$ cat src/rtl/drf_pkg.sv
`timescale 1ns / 1ps

package drf_pkg;

  // Row layout
  localparam int NUM_CLASSES = 16;
  localparam int FIELD_CNT   = 5;
  localparam int ROW_LEN     = FIELD_CNT + NUM_CLASSES;
  localparam int POS_W       = $clog2(ROW_LEN);
  localparam int FLD_IDX_W   = $clog2(FIELD_CNT);

  // Field widths
  localparam int VAL_W      = 16;
  localparam int FRAC_W     = VAL_W - 1;
  localparam int ROW_W      = 15;
  localparam int CLS_W      = 4;
  localparam int IMG_W      = 13;
  localparam int EDGE_W     = 14;
  localparam int SIZE_W     = 13;
  localparam int CFG_IDX_W  = 3;
  localparam int CFG_DATA_W = 16;
  localparam int BOX_LIMIT  = 4096;

  // Products: (2c - s) * size and s * size
  localparam int DIFF_W      = VAL_W + 2;
  localparam int EDGE_PROD_W = DIFF_W + IMG_W + 1;
  localparam int SIZE_PROD_W = VAL_W + IMG_W;

  // Result packing, lowest field first
  localparam int OFS_ROW   = 0;
  localparam int OFS_CLS   = OFS_ROW + ROW_W;
  localparam int OFS_CONF  = OFS_CLS + CLS_W;
  localparam int OFS_LEFT  = OFS_CONF + VAL_W;
  localparam int OFS_TOP   = OFS_LEFT + EDGE_W;
  localparam int OFS_WIDTH = OFS_TOP + EDGE_W;
  localparam int OFS_HEIGHT = OFS_WIDTH + SIZE_W;
  localparam int OUT_BITS  = OFS_HEIGHT + SIZE_W;
  localparam int OUT_DATA_W = ((OUT_BITS + 7) / 8) * 8;

  // Queue between front and back
  localparam int Q_DEPTH = 4;
  localparam int Q_PTR_W = $clog2(Q_DEPTH);
  localparam int Q_CNT_W = $clog2(Q_DEPTH + 1);

  typedef enum logic [CFG_IDX_W-1:0] {
    CFG_CONF_TH    = 3'd0,
    CFG_SCORE_TH   = 3'd1,
    CFG_SPECIAL    = 3'd2,
    CFG_SPECIAL_TH = 3'd3,
    CFG_IMG_W      = 3'd4,
    CFG_IMG_H      = 3'd5
  } cfg_idx_e;

  typedef struct packed {
    logic [VAL_W-1:0] conf_th;
    logic [VAL_W-1:0] score_th;
    logic [CLS_W-1:0] special;
    logic [VAL_W-1:0] special_th;
    logic [IMG_W-1:0] img_w;
    logic [IMG_W-1:0] img_h;
  } cfg_t;

  // One kept row, as handed from front to back
  typedef struct packed {
    logic [ROW_W-1:0] row;
    logic [CLS_W-1:0] cls;
    logic [VAL_W-1:0] conf;
    logic [VAL_W-1:0] x;
    logic [VAL_W-1:0] y;
    logic [VAL_W-1:0] w;
    logic [VAL_W-1:0] h;
  } rec_t;

  typedef struct packed {
    logic             full;
    logic             empty;
    logic [Q_CNT_W-1:0] count;
  } q_stat_t;

  // trunc(p / 2^VAL_W) toward zero, saturated to +-BOX_LIMIT
  function automatic logic signed [EDGE_W-1:0] edge_px(input logic signed [EDGE_PROD_W-1:0] p);
    logic signed [EDGE_PROD_W-1:0] adj;
    logic signed [EDGE_PROD_W-VAL_W-1:0] q;
    begin
      adj = p;
      if (p < 0) begin
        adj = p + EDGE_PROD_W'((1 << VAL_W) - 1);
      end
      q = (EDGE_PROD_W-VAL_W)'(adj >>> VAL_W);
      if (q > BOX_LIMIT) begin
        edge_px = EDGE_W'(BOX_LIMIT);
      end else if (q < -BOX_LIMIT) begin
        edge_px = EDGE_W'(-BOX_LIMIT);
      end else begin
        edge_px = EDGE_W'(q);
      end
    end
  endfunction

  // trunc(p / 2^FRAC_W), saturated to BOX_LIMIT
  function automatic logic [SIZE_W-1:0] size_px(input logic [SIZE_PROD_W-1:0] p);
    logic [SIZE_PROD_W-FRAC_W-1:0] q;
    begin
      q = (SIZE_PROD_W-FRAC_W)'(p >> FRAC_W);
      if (q > BOX_LIMIT) begin
        size_px = SIZE_W'(BOX_LIMIT);
      end else begin
        size_px = SIZE_W'(q);
      end
    end
  endfunction

endpackage

$ cat src/rtl/drf_front.sv
`timescale 1ns / 1ps

module drf_front
  import drf_pkg::*;
(
  input  logic             clk_i,
  input  logic             rst_ni,
  input  cfg_t             cfg_i,
  input  logic             in_valid_i,
  input  logic [VAL_W-1:0] in_value_i,
  input  logic             in_eof_i,
  output logic             in_ready_o,
  input  q_stat_t          q_stat_i,
  output logic             push_o,
  output rec_t             rec_o
);

  logic [POS_W-1:0] pos_q, pos_d;
  logic [ROW_W-1:0] row_q, row_d;
  logic [VAL_W-1:0] fields_q [FIELD_CNT];
  logic [VAL_W-1:0] best_score_q, best_score_d;
  logic [CLS_W-1:0] best_cls_q, best_cls_d;
  logic             accept;
  logic             last;
  logic             keep;
  logic             special_hit;

  assign in_ready_o = !q_stat_i.full;
  assign accept     = in_valid_i && in_ready_o;
  assign last       = (pos_q == POS_W'(ROW_LEN - 1));

  // Running argmax, first maximum wins
  always_comb begin
    best_score_d = best_score_q;
    best_cls_d   = best_cls_q;
    if (pos_q == POS_W'(FIELD_CNT)) begin
      best_score_d = in_value_i;
      best_cls_d   = '0;
    end else if (pos_q > POS_W'(FIELD_CNT) && in_value_i > best_score_q) begin
      best_score_d = in_value_i;
      best_cls_d   = CLS_W'(pos_q - POS_W'(FIELD_CNT));
    end
  end

  // Classify the row on its last element
  assign special_hit = (best_cls_d == cfg_i.special) && (fields_q[4] < cfg_i.special_th);
  assign keep = (fields_q[4] > cfg_i.conf_th) && !special_hit &&
                (best_score_d > cfg_i.score_th);

  assign push_o   = accept && last && keep;
  assign rec_o.row  = row_q;
  assign rec_o.cls  = best_cls_d;
  assign rec_o.conf = fields_q[4];
  assign rec_o.x    = fields_q[0];
  assign rec_o.y    = fields_q[1];
  assign rec_o.w    = fields_q[2];
  assign rec_o.h    = fields_q[3];

  // Advance position and row count; end of frame restarts both
  always_comb begin
    pos_d = pos_q;
    row_d = row_q;
    if (accept) begin
      if (last) begin
        pos_d = '0;
        row_d = row_q + 1'b1;
      end else begin
        pos_d = pos_q + 1'b1;
      end
      if (in_eof_i) begin
        pos_d = '0;
        row_d = '0;
      end
    end
  end

  always_ff @(posedge clk_i or negedge rst_ni) begin
    if (!rst_ni) begin
      pos_q        <= '0;
      row_q        <= '0;
      best_score_q <= '0;
      best_cls_q   <= '0;
    end else begin
      pos_q <= pos_d;
      row_q <= row_d;
      if (accept) begin
        best_score_q <= best_score_d;
        best_cls_q   <= best_cls_d;
      end
    end
  end

  // Capture the box and confidence fields
  always_ff @(posedge clk_i) begin
    if (accept && pos_q < POS_W'(FIELD_CNT)) begin
      fields_q[pos_q[FLD_IDX_W-1:0]] <= in_value_i;
    end
  end

endmodule

$ cat src/rtl/drf_queue.sv
`timescale 1ns / 1ps

module drf_queue
  import drf_pkg::*;
(
  input  logic    clk_i,
  input  logic    rst_ni,
  input  logic    push_i,
  input  rec_t    rec_i,
  input  logic    pop_i,
  output rec_t    rec_o,
  output q_stat_t stat_o
);

  rec_t               mem [Q_DEPTH];
  logic [Q_PTR_W-1:0] wr_q, rd_q;
  logic [Q_CNT_W-1:0] cnt_q;
  logic               do_push, do_pop;

  assign stat_o.full  = (cnt_q == Q_CNT_W'(Q_DEPTH));
  assign stat_o.empty = (cnt_q == '0);
  assign stat_o.count = cnt_q;
  assign do_push      = push_i && !stat_o.full;
  assign do_pop       = pop_i && !stat_o.empty;
  assign rec_o        = mem[rd_q];

  // Move pointers and fill count
  always_ff @(posedge clk_i or negedge rst_ni) begin
    if (!rst_ni) begin
      wr_q  <= '0;
      rd_q  <= '0;
      cnt_q <= '0;
    end else begin
      if (do_push) begin
        wr_q <= wr_q + 1'b1;
      end
      if (do_pop) begin
        rd_q <= rd_q + 1'b1;
      end
      cnt_q <= cnt_q + Q_CNT_W'(do_push) - Q_CNT_W'(do_pop);
    end
  end

  // Store the request
  always_ff @(posedge clk_i) begin
    if (do_push) begin
      mem[wr_q] <= rec_i;
    end
  end

endmodule

$ cat src/rtl/drf_back.sv
`timescale 1ns / 1ps

module drf_back
  import drf_pkg::*;
(
  input  logic                  clk_i,
  input  logic                  rst_ni,
  input  cfg_t                  cfg_i,
  input  logic                  rec_valid_i,
  input  rec_t                  rec_i,
  output logic                  pop_o,
  output logic                  m_axis_tvalid,
  input  logic                  m_axis_tready,
  output logic [OUT_DATA_W-1:0] m_axis_tdata
);

  logic                          s1_valid_q;
  logic [ROW_W-1:0]              s1_row_q;
  logic [CLS_W-1:0]              s1_cls_q;
  logic [VAL_W-1:0]              s1_conf_q;
  logic signed [EDGE_PROD_W-1:0] s1_left_q, s1_top_q;
  logic [SIZE_PROD_W-1:0]        s1_w_q, s1_h_q;

  logic                          out_valid_q;
  logic [OUT_DATA_W-1:0]         out_data_q, out_data_d;

  logic                          out_free, s1_free;
  logic signed [DIFF_W-1:0]      dx, dy;
  logic signed [IMG_W:0]         sw, sh;
  logic signed [EDGE_PROD_W-1:0] left_d, top_d;
  logic [SIZE_PROD_W-1:0]        w_d, h_d;

  assign out_free = !out_valid_q || m_axis_tready;
  assign s1_free  = !s1_valid_q || out_free;
  assign pop_o    = rec_valid_i && s1_free;

  // Stage 1: scale centre offsets and sizes by the image size
  assign dx = $signed({1'b0, rec_i.x, 1'b0}) - $signed({2'b00, rec_i.w});
  assign dy = $signed({1'b0, rec_i.y, 1'b0}) - $signed({2'b00, rec_i.h});
  assign sw = $signed({1'b0, cfg_i.img_w});
  assign sh = $signed({1'b0, cfg_i.img_h});
  assign left_d = EDGE_PROD_W'(dx) * EDGE_PROD_W'(sw);
  assign top_d  = EDGE_PROD_W'(dy) * EDGE_PROD_W'(sh);
  assign w_d    = SIZE_PROD_W'(rec_i.w) * SIZE_PROD_W'(cfg_i.img_w);
  assign h_d    = SIZE_PROD_W'(rec_i.h) * SIZE_PROD_W'(cfg_i.img_h);

  // Stage 2: truncate, saturate and pack
  always_comb begin
    out_data_d = '0;
    out_data_d[OFS_ROW +: ROW_W]     = s1_row_q;
    out_data_d[OFS_CLS +: CLS_W]     = s1_cls_q;
    out_data_d[OFS_CONF +: VAL_W]    = s1_conf_q;
    out_data_d[OFS_LEFT +: EDGE_W]   = edge_px(s1_left_q);
    out_data_d[OFS_TOP +: EDGE_W]    = edge_px(s1_top_q);
    out_data_d[OFS_WIDTH +: SIZE_W]  = size_px(s1_w_q);
    out_data_d[OFS_HEIGHT +: SIZE_W] = size_px(s1_h_q);
  end

  always_ff @(posedge clk_i or negedge rst_ni) begin
    if (!rst_ni) begin
      s1_valid_q  <= 1'b0;
      out_valid_q <= 1'b0;
    end else begin
      if (s1_free) begin
        s1_valid_q <= rec_valid_i;
      end
      if (out_free) begin
        out_valid_q <= s1_valid_q;
      end
    end
  end

  // Hold payload while downstream stalls
  always_ff @(posedge clk_i) begin
    if (pop_o) begin
      s1_row_q  <= rec_i.row;
      s1_cls_q  <= rec_i.cls;
      s1_conf_q <= rec_i.conf;
      s1_left_q <= left_d;
      s1_top_q  <= top_d;
      s1_w_q    <= w_d;
      s1_h_q    <= h_d;
    end
    if (out_free && s1_valid_q) begin
      out_data_q <= out_data_d;
    end
  end

  assign m_axis_tvalid = out_valid_q;
  assign m_axis_tdata  = out_data_q;

endmodule

$ cat src/rtl/detection_row_filter.sv
`timescale 1ns / 1ps

// Channel   | Direction | Payload
// s_axis    | in        | tdata[15:0] element_value; tlast end_of_frame
// m_axis    | out       | tdata: row_number, class_index, confidence, box_left,
//           |           |        box_top, box_width, box_height, zero pad to 96
// cfg       | in        | cfg_we_i, cfg_idx_i (register index), cfg_data_i
//
// One element is taken every cycle unless the queue is full; a kept row's result passes
// through the queue entry, the back multiply stage and the output register.
// A four-entry queue parts the front from the back: the input stalls only when
// the queue is full, so up to six results can be held while the output stalls.
// Reset clears position, row count, argmax, queue and pipeline valids and loads
// the register reset values.

module detection_row_filter
  import drf_pkg::*;
(
  input  logic                  clk_i,
  input  logic                  rst_ni,
  // Configuration writes
  input  logic                  cfg_we_i,
  input  logic [CFG_IDX_W-1:0]  cfg_idx_i,
  input  logic [CFG_DATA_W-1:0] cfg_data_i,
  // Row elements
  input  logic                  s_axis_tvalid,
  output logic                  s_axis_tready,
  input  logic [VAL_W-1:0]      s_axis_tdata,   // [15:0] element_value
  input  logic                  s_axis_tlast,
  // Kept rows
  output logic                  m_axis_tvalid,
  input  logic                  m_axis_tready,
  // [14:0] row_number, [18:15] class_index, [34:19] confidence, [48:35] box_left,
  // [62:49] box_top, [75:63] box_width, [88:76] box_height, [95:89] zero
  output logic [OUT_DATA_W-1:0] m_axis_tdata
);

  cfg_t    cfg_q;
  rec_t    push_rec, pop_rec;
  logic    push, pop;
  q_stat_t q_stat;

  // Write configuration registers
  always_ff @(posedge clk_i or negedge rst_ni) begin
    if (!rst_ni) begin
      cfg_q.conf_th    <= VAL_W'(14746);
      cfg_q.score_th   <= VAL_W'(16384);
      cfg_q.special    <= CLS_W'(2);
      cfg_q.special_th <= VAL_W'(31130);
      cfg_q.img_w      <= IMG_W'(640);
      cfg_q.img_h      <= IMG_W'(640);
    end else if (cfg_we_i) begin
      case (cfg_idx_e'(cfg_idx_i))
        CFG_CONF_TH:    cfg_q.conf_th    <= cfg_data_i[VAL_W-1:0];
        CFG_SCORE_TH:   cfg_q.score_th   <= cfg_data_i[VAL_W-1:0];
        CFG_SPECIAL:    cfg_q.special    <= cfg_data_i[CLS_W-1:0];
        CFG_SPECIAL_TH: cfg_q.special_th <= cfg_data_i[VAL_W-1:0];
        CFG_IMG_W:      cfg_q.img_w      <= cfg_data_i[IMG_W-1:0];
        CFG_IMG_H:      cfg_q.img_h      <= cfg_data_i[IMG_W-1:0];
        default: ;
      endcase
    end
  end

  drf_front u_front (
    .clk_i      (clk_i),
    .rst_ni     (rst_ni),
    .cfg_i      (cfg_q),
    .in_valid_i (s_axis_tvalid),
    .in_value_i (s_axis_tdata),
    .in_eof_i   (s_axis_tlast),
    .in_ready_o (s_axis_tready),
    .q_stat_i   (q_stat),
    .push_o     (push),
    .rec_o      (push_rec)
  );

  drf_queue u_queue (
    .clk_i  (clk_i),
    .rst_ni (rst_ni),
    .push_i (push),
    .rec_i  (push_rec),
    .pop_i  (pop),
    .rec_o  (pop_rec),
    .stat_o (q_stat)
  );

  drf_back u_back (
    .clk_i         (clk_i),
    .rst_ni        (rst_ni),
    .cfg_i         (cfg_q),
    .rec_valid_i   (!q_stat.empty),
    .rec_i         (pop_rec),
    .pop_o         (pop),
    .m_axis_tvalid (m_axis_tvalid),
    .m_axis_tready (m_axis_tready),
    .m_axis_tdata  (m_axis_tdata)
  );

  // A kept row is never offered to a full queue
  assert property (@(posedge clk_i) disable iff (!rst_ni) !(push && q_stat.full))
    else $error("row pushed into full queue");

  // Fill count stays within the queue depth
  assert property (@(posedge clk_i) disable iff (!rst_ni)
                   q_stat.count <= Q_CNT_W'(Q_DEPTH))
    else $error("queue count beyond depth");

  // Every delivered row passed the confidence filter
  assert property (@(posedge clk_i) disable iff (!rst_ni)
                   m_axis_tvalid |-> (m_axis_tdata[OFS_CONF +: VAL_W] > cfg_q.conf_th))
    else $error("row below confidence threshold delivered");

  // Box sizes are saturated
  assert property (@(posedge clk_i) disable iff (!rst_ni)
                   m_axis_tvalid |-> (m_axis_tdata[OFS_WIDTH +: SIZE_W] <= SIZE_W'(BOX_LIMIT) &&
                                      m_axis_tdata[OFS_HEIGHT +: SIZE_W] <= SIZE_W'(BOX_LIMIT)))
    else $error("box size not saturated");

endmodule
$ cat config.mk
export PLATFORM = sky130hd
export DESIGN_NAME = detection_row_filter
export DESIGN_NICKNAME = d
export VERILOG_FILES = /design/src/rtl/drf_pkg.sv /design/src/rtl/drf_front.sv /design/src/rtl/drf_queue.sv /design/src/rtl/drf_back.sv /design/src/rtl/detection_row_filter.sv
export SDC_FILE = /design/constraint.sdc
export NUM_CORES = 2
export LEC_CHECK = 0
export BUFFER_PORTS_ARGS = -buffer_cell sky130_fd_sc_hd__buf_2
export CAP_MARGIN = 20
export CORE_ASPECT_RATIO = 0.8
export CORE_MARGIN = 2
export CORE_UTILIZATION = 31
export DETAILED_ROUTE_END_ITERATION = 10
export GPL_ROUTABILITY_DRIVEN = 0
export GPL_TIMING_DRIVEN = 0
export HOLD_SLACK_MARGIN = 0.1
export RECOVER_POWER = 100
export SLEW_MARGIN = 0
export SYNTH_ARGS = -nofsm -noshare
export SYNTH_HDL_FRONTEND = slang
export SYNTH_SLANG_ARGS = --single-unit
export TNS_END_PERCENT = 100
$ cat constraint.sdc
create_clock -name clk_i -period 16.05 [get_ports clk_i]
set_clock_uncertainty 0.15 [all_clocks]
set_input_delay 3.21 -clock clk_i [delete_from_list [all_inputs] [get_ports clk_i]]
set_output_delay 3.21 -clock clk_i [all_outputs]
set_load 0.02 [all_outputs]
Word level (Yosys, flattened, before mapping). Memories as Yosys holds them, arrays and structs flattened. Index checks and enable logic that the tools add are counted.

Muxes and demuxes: 16. Eq/ne operators: 9. Shift-type cells: 0. Bitwise logic cells: 0. Add/subtract/negate cells: 11. Reductions and logical operators: 31. Div/mod/pow operators: 0. Order comparisons: 14. Multipliers: 4.

Operator list (count): $add A32 B17 Y32 const B (2); $lt A32 B1 Y1 const B (2); $mul A18 B14 Y32 (2); $mux W32 (2); $mul A16 B13 Y29 (2); $gt A16 B16 Y1 (3); $sub A17 B16 Y18 (2); $gt A16 B14 Y1 const B (2); $lt A16 B13 Y1 const B (2); $mux W16 (2); $mux W15 (2); $gt A14 B13 Y1 const B (2); $mux W14 (2); $lt A16 B16 Y1 (1); $add A15 B1 Y15 const B (1); $reduce_and A2 Y1 (7); $logic_and A1 B1 Y1 (12); $mux W5 (2); $eq A3 B3 Y1 const B (3); $mux W4 (2); $eq A3 B2 Y1 const B (2); $logic_not A3 Y1 (2); $add A5 B1 Y5 const B (1); $eq A5 B3 Y1 const B (1); other kinds (14) (24).

Word-level logic and storage cells: 116. RAM bits: 476. Bits in registers: 373. ROM bits: 0. Memories kept: 2. Bits in latches: 0. Output and inout port bits: 98. Input bits: 41.

Memories: u_queue.mem (depth 4, bits a word 99, rd ports 1, clocked after memory_dff 0, write ports 1, line drf_queue.sv:15) `rec_t mem [Q_DEPTH];`; u_front.fields_q (depth 5, bits a word 16, rd ports 5, clocked after memory_dff 0, write ports 1, line drf_front.sv:20) `logic [VAL_W-1:0] fields_q [FIELD_CNT];`.

Depth between registers and ports, before layout.
Depth in word-level cells: 13. Gate-level depth with buffers: 37. Gate-level depth less buffers: 33.

Hierarchy. Synthesis repeated with hierarchy kept, for this count alone.

Cell total of the unflattened synthesis: 5240. Area, all modules: 63001.7 um2.

Modules (own cells, without submodules): drf_back (times used 1, sequential area each 6536.3 um2, cells an instance 3996, area each 38943.6 um2); drf_queue (times used 1, sequential area each 12066.6 um2, cells an instance 558, area each 14760.4 um2); drf_front (times used 1, sequential area each 3403.3 um2, cells an instance 517, area each 6261.0 um2); detection_row_filter (times used 1, sequential area each 1980.6 um2, cells an instance 169, area each 3036.7 um2).

Worst setup path before layout. OpenSTA, ideal clock, no wires.

Path kind: in2reg. Start: in m_axis_tready. End: reg u_queue.cnt_q[2]. Arrival: 11.398 ns. Stages on the path: 9. Slack: 4.377 ns. Required time: 15.775 ns. Path buffers: 0. Library setup time: 0.125 ns. Cell sequence: nor2b_1 -> a21oi_1 -> ha_1 -> inv_1 -> ha_1 -> inv_1 -> fa_1 -> xnor2_1 -> xnor2_1.

Cells in the longest elaborated chain, start to end: 5.

RTL lines: start: declaration (line detection_row_filter.sv:32) `input logic m_axis_tready,`; $logic_or A1 B1 Y1 (line drf_back.sv:33) `assign out_free = !out_valid_q || m_axis_tready;`; $logic_or A1 B1 Y1 (line drf_back.sv:34) `assign s1_free = !s1_valid_q || out_free;`; $logic_and A1 B1 Y1 (line drf_back.sv:35) `assign pop_o = rec_valid_i && s1_free;`; named net pop (line detection_row_filter.sv:40) `logic push, pop;`; $logic_and A1 B1 Y1 (line drf_queue.sv:24) `assign do_pop = pop_i && !stat_o.empty;`; $sub A3 B1 Y3 (line drf_queue.sv:40) `cnt_q <= cnt_q + Q_CNT_W'(do_push) - Q_CNT_W'(do_pop);`; end signal: assignment (line drf_queue.sv:40); end: declaration (line drf_queue.sv:17) `logic [Q_CNT_W-1:0] cnt_q;`.

The timed path passes the listed nets, and every way through them passes these cells. A chain may end at the register's enable or synchronous reset.

Final worst setup path.
Start: reg u_queue.rd_q[0]. End: reg u_back.s1_left_q[31] (data pin).

Cells in the longest elaborated chain, start to end: 3.

RTL lines: start: declaration (line drf_queue.sv:16) `logic [Q_PTR_W-1:0] wr_q, rd_q;`; start signal: assignment (line drf_queue.sv:38) `rd_q <= rd_q + 1'b1;`; $mem_v2 Z4 W99; $sub A17 B16 Y18 (line drf_back.sv:38) `assign dx = $signed({1'b0, rec_i.x, 1'b0}) - $signed({2'b00, rec_i.w});`; $mul A18 B14 Y32 (line drf_back.sv:42) `assign left_d = EDGE_PROD_W'(dx) * EDGE_PROD_W'(sw);`; named net u_back.left_d[31] (line drf_back.sv:30) `logic signed [EDGE_PROD_W-1:0] left_d, top_d;`; end signal: assignment (line drf_back.sv:79) `s1_left_q <= left_d;`; end: declaration (line drf_back.sv:21) `logic signed [EDGE_PROD_W-1:0] s1_left_q, s1_top_q;`.

The timed path passes the listed nets, and every way through them passes these cells.

==> impl_metrics.toml <==
[status]
status = "complete, but fails checks"
violations = "capacitance limit, slew limit"

[setup_path]
r2r-start = "u_queue.rd_q[0]$_DFFE_PN0P_"
crit_type = "reg -> reg"
path_delay_family = "adder cells"
endpoint = "u_back.s1_left_q[31]$_DFFE_PP_"
max_stage_delay_ns = 0.92
cp_num_cells = 35
crit_top_cell = "fa_1"
required_ns = 16.34
r2r_slack_ns = 2.48
reg2reg_depth = 35
r2r-end = "u_back.s1_left_q[31]$_DFFE_PP_"
slowest_stage = "clkbuf_1"
crit_buf_inv = 8
cp-end-kind = "flop"
critPathLaunch = "u_queue.rd_q[0]$_DFFE_PN0P_"
arrival_ns = 13.86
start_kind = "flop"
crit_fanout = 11

[clocking]
cts_tree = "done"
clk_pin_slew_worst_paths_ns = 0.06
insertion_delay_ns = 0.72
hold_buffers = 0
clk_path_buf_depth = 3
cts_resized = 0
cts_max_level = 3
postCtsSetupBuffers = 0
cts_root_buffer = "clkbuf_16"
clock-sinks = 819
cts-buffers-inserted = 89

[finish]
drive_above_1_share_pct = 6.57
mostFrequentLayoutCell = "inv_1"
finalCoreUtilization_pct = 34.5
nFillCells = 20111
final_cell_mix = "973 x inv_1, 756 x fa_1, 692 x edfxtp_1, 585 x nand2_1, 402 x ha_1"
fin_nets = 6854
syn2layout_area_growth_pct = 10.9
layout.cells.non_filler = 8437

[drt]
drt_drc_violations_left = 0
drt_iter0_drc = 3464
firstDrtPassIters = 8
vias = 40686
wl_mm = 170
final_antenna_net_count = 0
avgRoutedWirePerCell_um = 20.2
vias_per_cell = 4.82

[grt]
grt_overflow = 0
grt_pass1_vias = 41952
grt_pass1_wl_mm = 260
grt_use_total_pct = 16.5
antenna_found_initial = 28
grt_max_degree = 76

[synthesis]
ys.flop_type = "edfxtp_1"
avgSynthCellArea_um2 = 11.7
synth_edf_count = 692
ys_ff_latch = 819
ys_seq_area_share_pct = 37.9
synth_area_leaders = "edfxtp_1 33%, fa_1 24%, ha_1 8.0%, inv_1 5.8%, dfrtp_1 4.1%"
async_flop_share_pct = 15.5
synth_top_area_share_pct = 32.9
syn_area_um2 = 63200
ys_warn_count = 0
syn_inst = 5404
yosysUniqueCellTypes = 80
synth_top_area_cell = "edfxtp_1"

[floorplanning]
ios = 139
core.rowCount = 148
die_width_um = 509
start_util_pct = 31.1
dieArea_um2 = 208000
die_y_um = 408
core_um2 = 203000

[sta]
finalHoldViolations = 0
slew_headroom_pct = -217
max_freq_mhz = 73.7
period_share_pct = 84.5
setup_tns_ns = 0
layout_setup_ws_ns = 2.48
rsz0062_at_grt = "no"
slew_viol_final = 587
fin_crit_ns = 13.57
tightest_slew_ns = 4.76
setup_viol = 0

[hold_path]
hold_class = "reg -> reg"

[job]
cap_viol_max_count = 16

[placement]
dp_hpwl_mm = 131
io_buffer_count = 131
place_inst = 8262
pre_cts_slack_ns = 3.12
==> final cells by class <==
type / count / area, µm² / share of cell area [%]
antenna: 10 / 25.0 / 0.0357
multi-input combinational: 3388 / 34700 / 49.4
tap: 2700 / 3380 / 4.82
sequential: 819 / 24000 / 34.2
clock inverter: 47 / 443 / 0.631
timing repair buffer: 154 / 689 / 0.983
clock buffer: 116 / 2420 / 3.45
buffer: 230 / 901 / 1.28
inverter: 973 / 3650 / 5.21
==> synth_stat cells, types with 25 or more instances <==
cell type	instances
a21oi_1	117
ha_1	402
dfrtp_1	104
clkbuf_1	192
nor2_1	159
nand4_1	44
a21o_1	53
and2_1	359
mux2_2	68
o21ai_0	100
xnor2_1	109
nand2_1	585
fa_1	756
nand3_1	92
nor4_1	27
xor2_1	52
inv_1	973
edfxtp_1	692
nor2b_1	34
nor3_1	38
and3_1	25
mux4_2	99
==> cell families (layout without fill, tap and decap cells) <==
logic type / Yosys count / after routing / synth area share (%)
buffers and inverters: 1203 / 1520 / 7.22
multiplexers: 176 / 176 / 4.88
other: 1 / 17 / 0.00593
flip-flops: 819 / 819 / 37.9
AND/OR/NAND/NOR: 1453 / 1453 / 11.4
AO/OA/AOI/OAI: 433 / 433 / 4.45
adder cells (fa/ha/maj): 1158 / 1158 / 31.9
XOR/XNOR: 161 / 161 / 2.23
==> registers in the layout, indices dropped and copies added, names as in the netlist <==
name / flops
u_queue.cnt_q: 3
u_back.m_axis_tdata: 89
u_front.best_score_q: 16
u_back.s1_w_q: 15
u_front.fields_q: 80
u_back.s1_conf_q: 16
u_back.s1_valid_q: 1
u_back.s1_top_q: 31
u_front.pos_q: 5
u_front.row_q: 15
u_back.s1_cls_q: 4
u_front.best_cls_q: 4
u_queue.rd_q: 2
u_back.s1_h_q: 15
u_queue.mem: 396
u_back.m_axis_tvalid: 1
u_queue.wr_q: 2
u_back.s1_row_q: 15
u_back.s1_left_q: 31
cfg_q: 78
==> how the worst min path moves through the flow <==
| stage | cells past startpoint | from | end |
|---|---|---|---|
| 6_report | 0 | u_back.s1_cls_q[2]$_DFFE_PP_ | u_back.m_axis_tdata[17]$_DFFE_PP_ |
| 5_1_grt | 0 | u_back.s1_conf_q[8]$_DFFE_PP_ | u_back.m_axis_tdata[27]$_DFFE_PP_ |
| 4_1_cts | 0 | u_back.s1_conf_q[8]$_DFFE_PP_ | u_back.m_axis_tdata[27]$_DFFE_PP_ |
| 3_5_place_dp | 0 | u_back.s1_row_q[1]$_DFFE_PP_ | u_back.m_axis_tdata[1]$_DFFE_PP_ |
| 3_3_place_gp | 0 | u_back.s1_cls_q[2]$_DFFE_PP_ | u_back.m_axis_tdata[17]$_DFFE_PP_ |
| 2_1_floorplan | 0 | u_back.s1_row_q[0]$_DFFE_PP_ | u_back.m_axis_tdata[0]$_DFFE_PP_ |
==> per-layer routing <==
layer  wire (µm)  vias up  GRT usage [%]
met3       13100      252           3.09
met2       72600     1505           24.3
met4        5140       12           4.76
met5          75        -              0
met1       79200    20771           24.6
li1            -    18146              -
==> through the flow <==
step           instance area, µm²  hold slack, ns
2_1_floorplan               63300           0.250
3_3_place_gp                67300           0.255
3_5_place_dp                67700           0.255
4_1_cts                     70600           0.273
5_1_grt                     70100           0.275
6_report                    70100           0.270
Power is not shown: default switching activity piles up to over one toggle a cycle in this logic, so the estimate is an artifact.
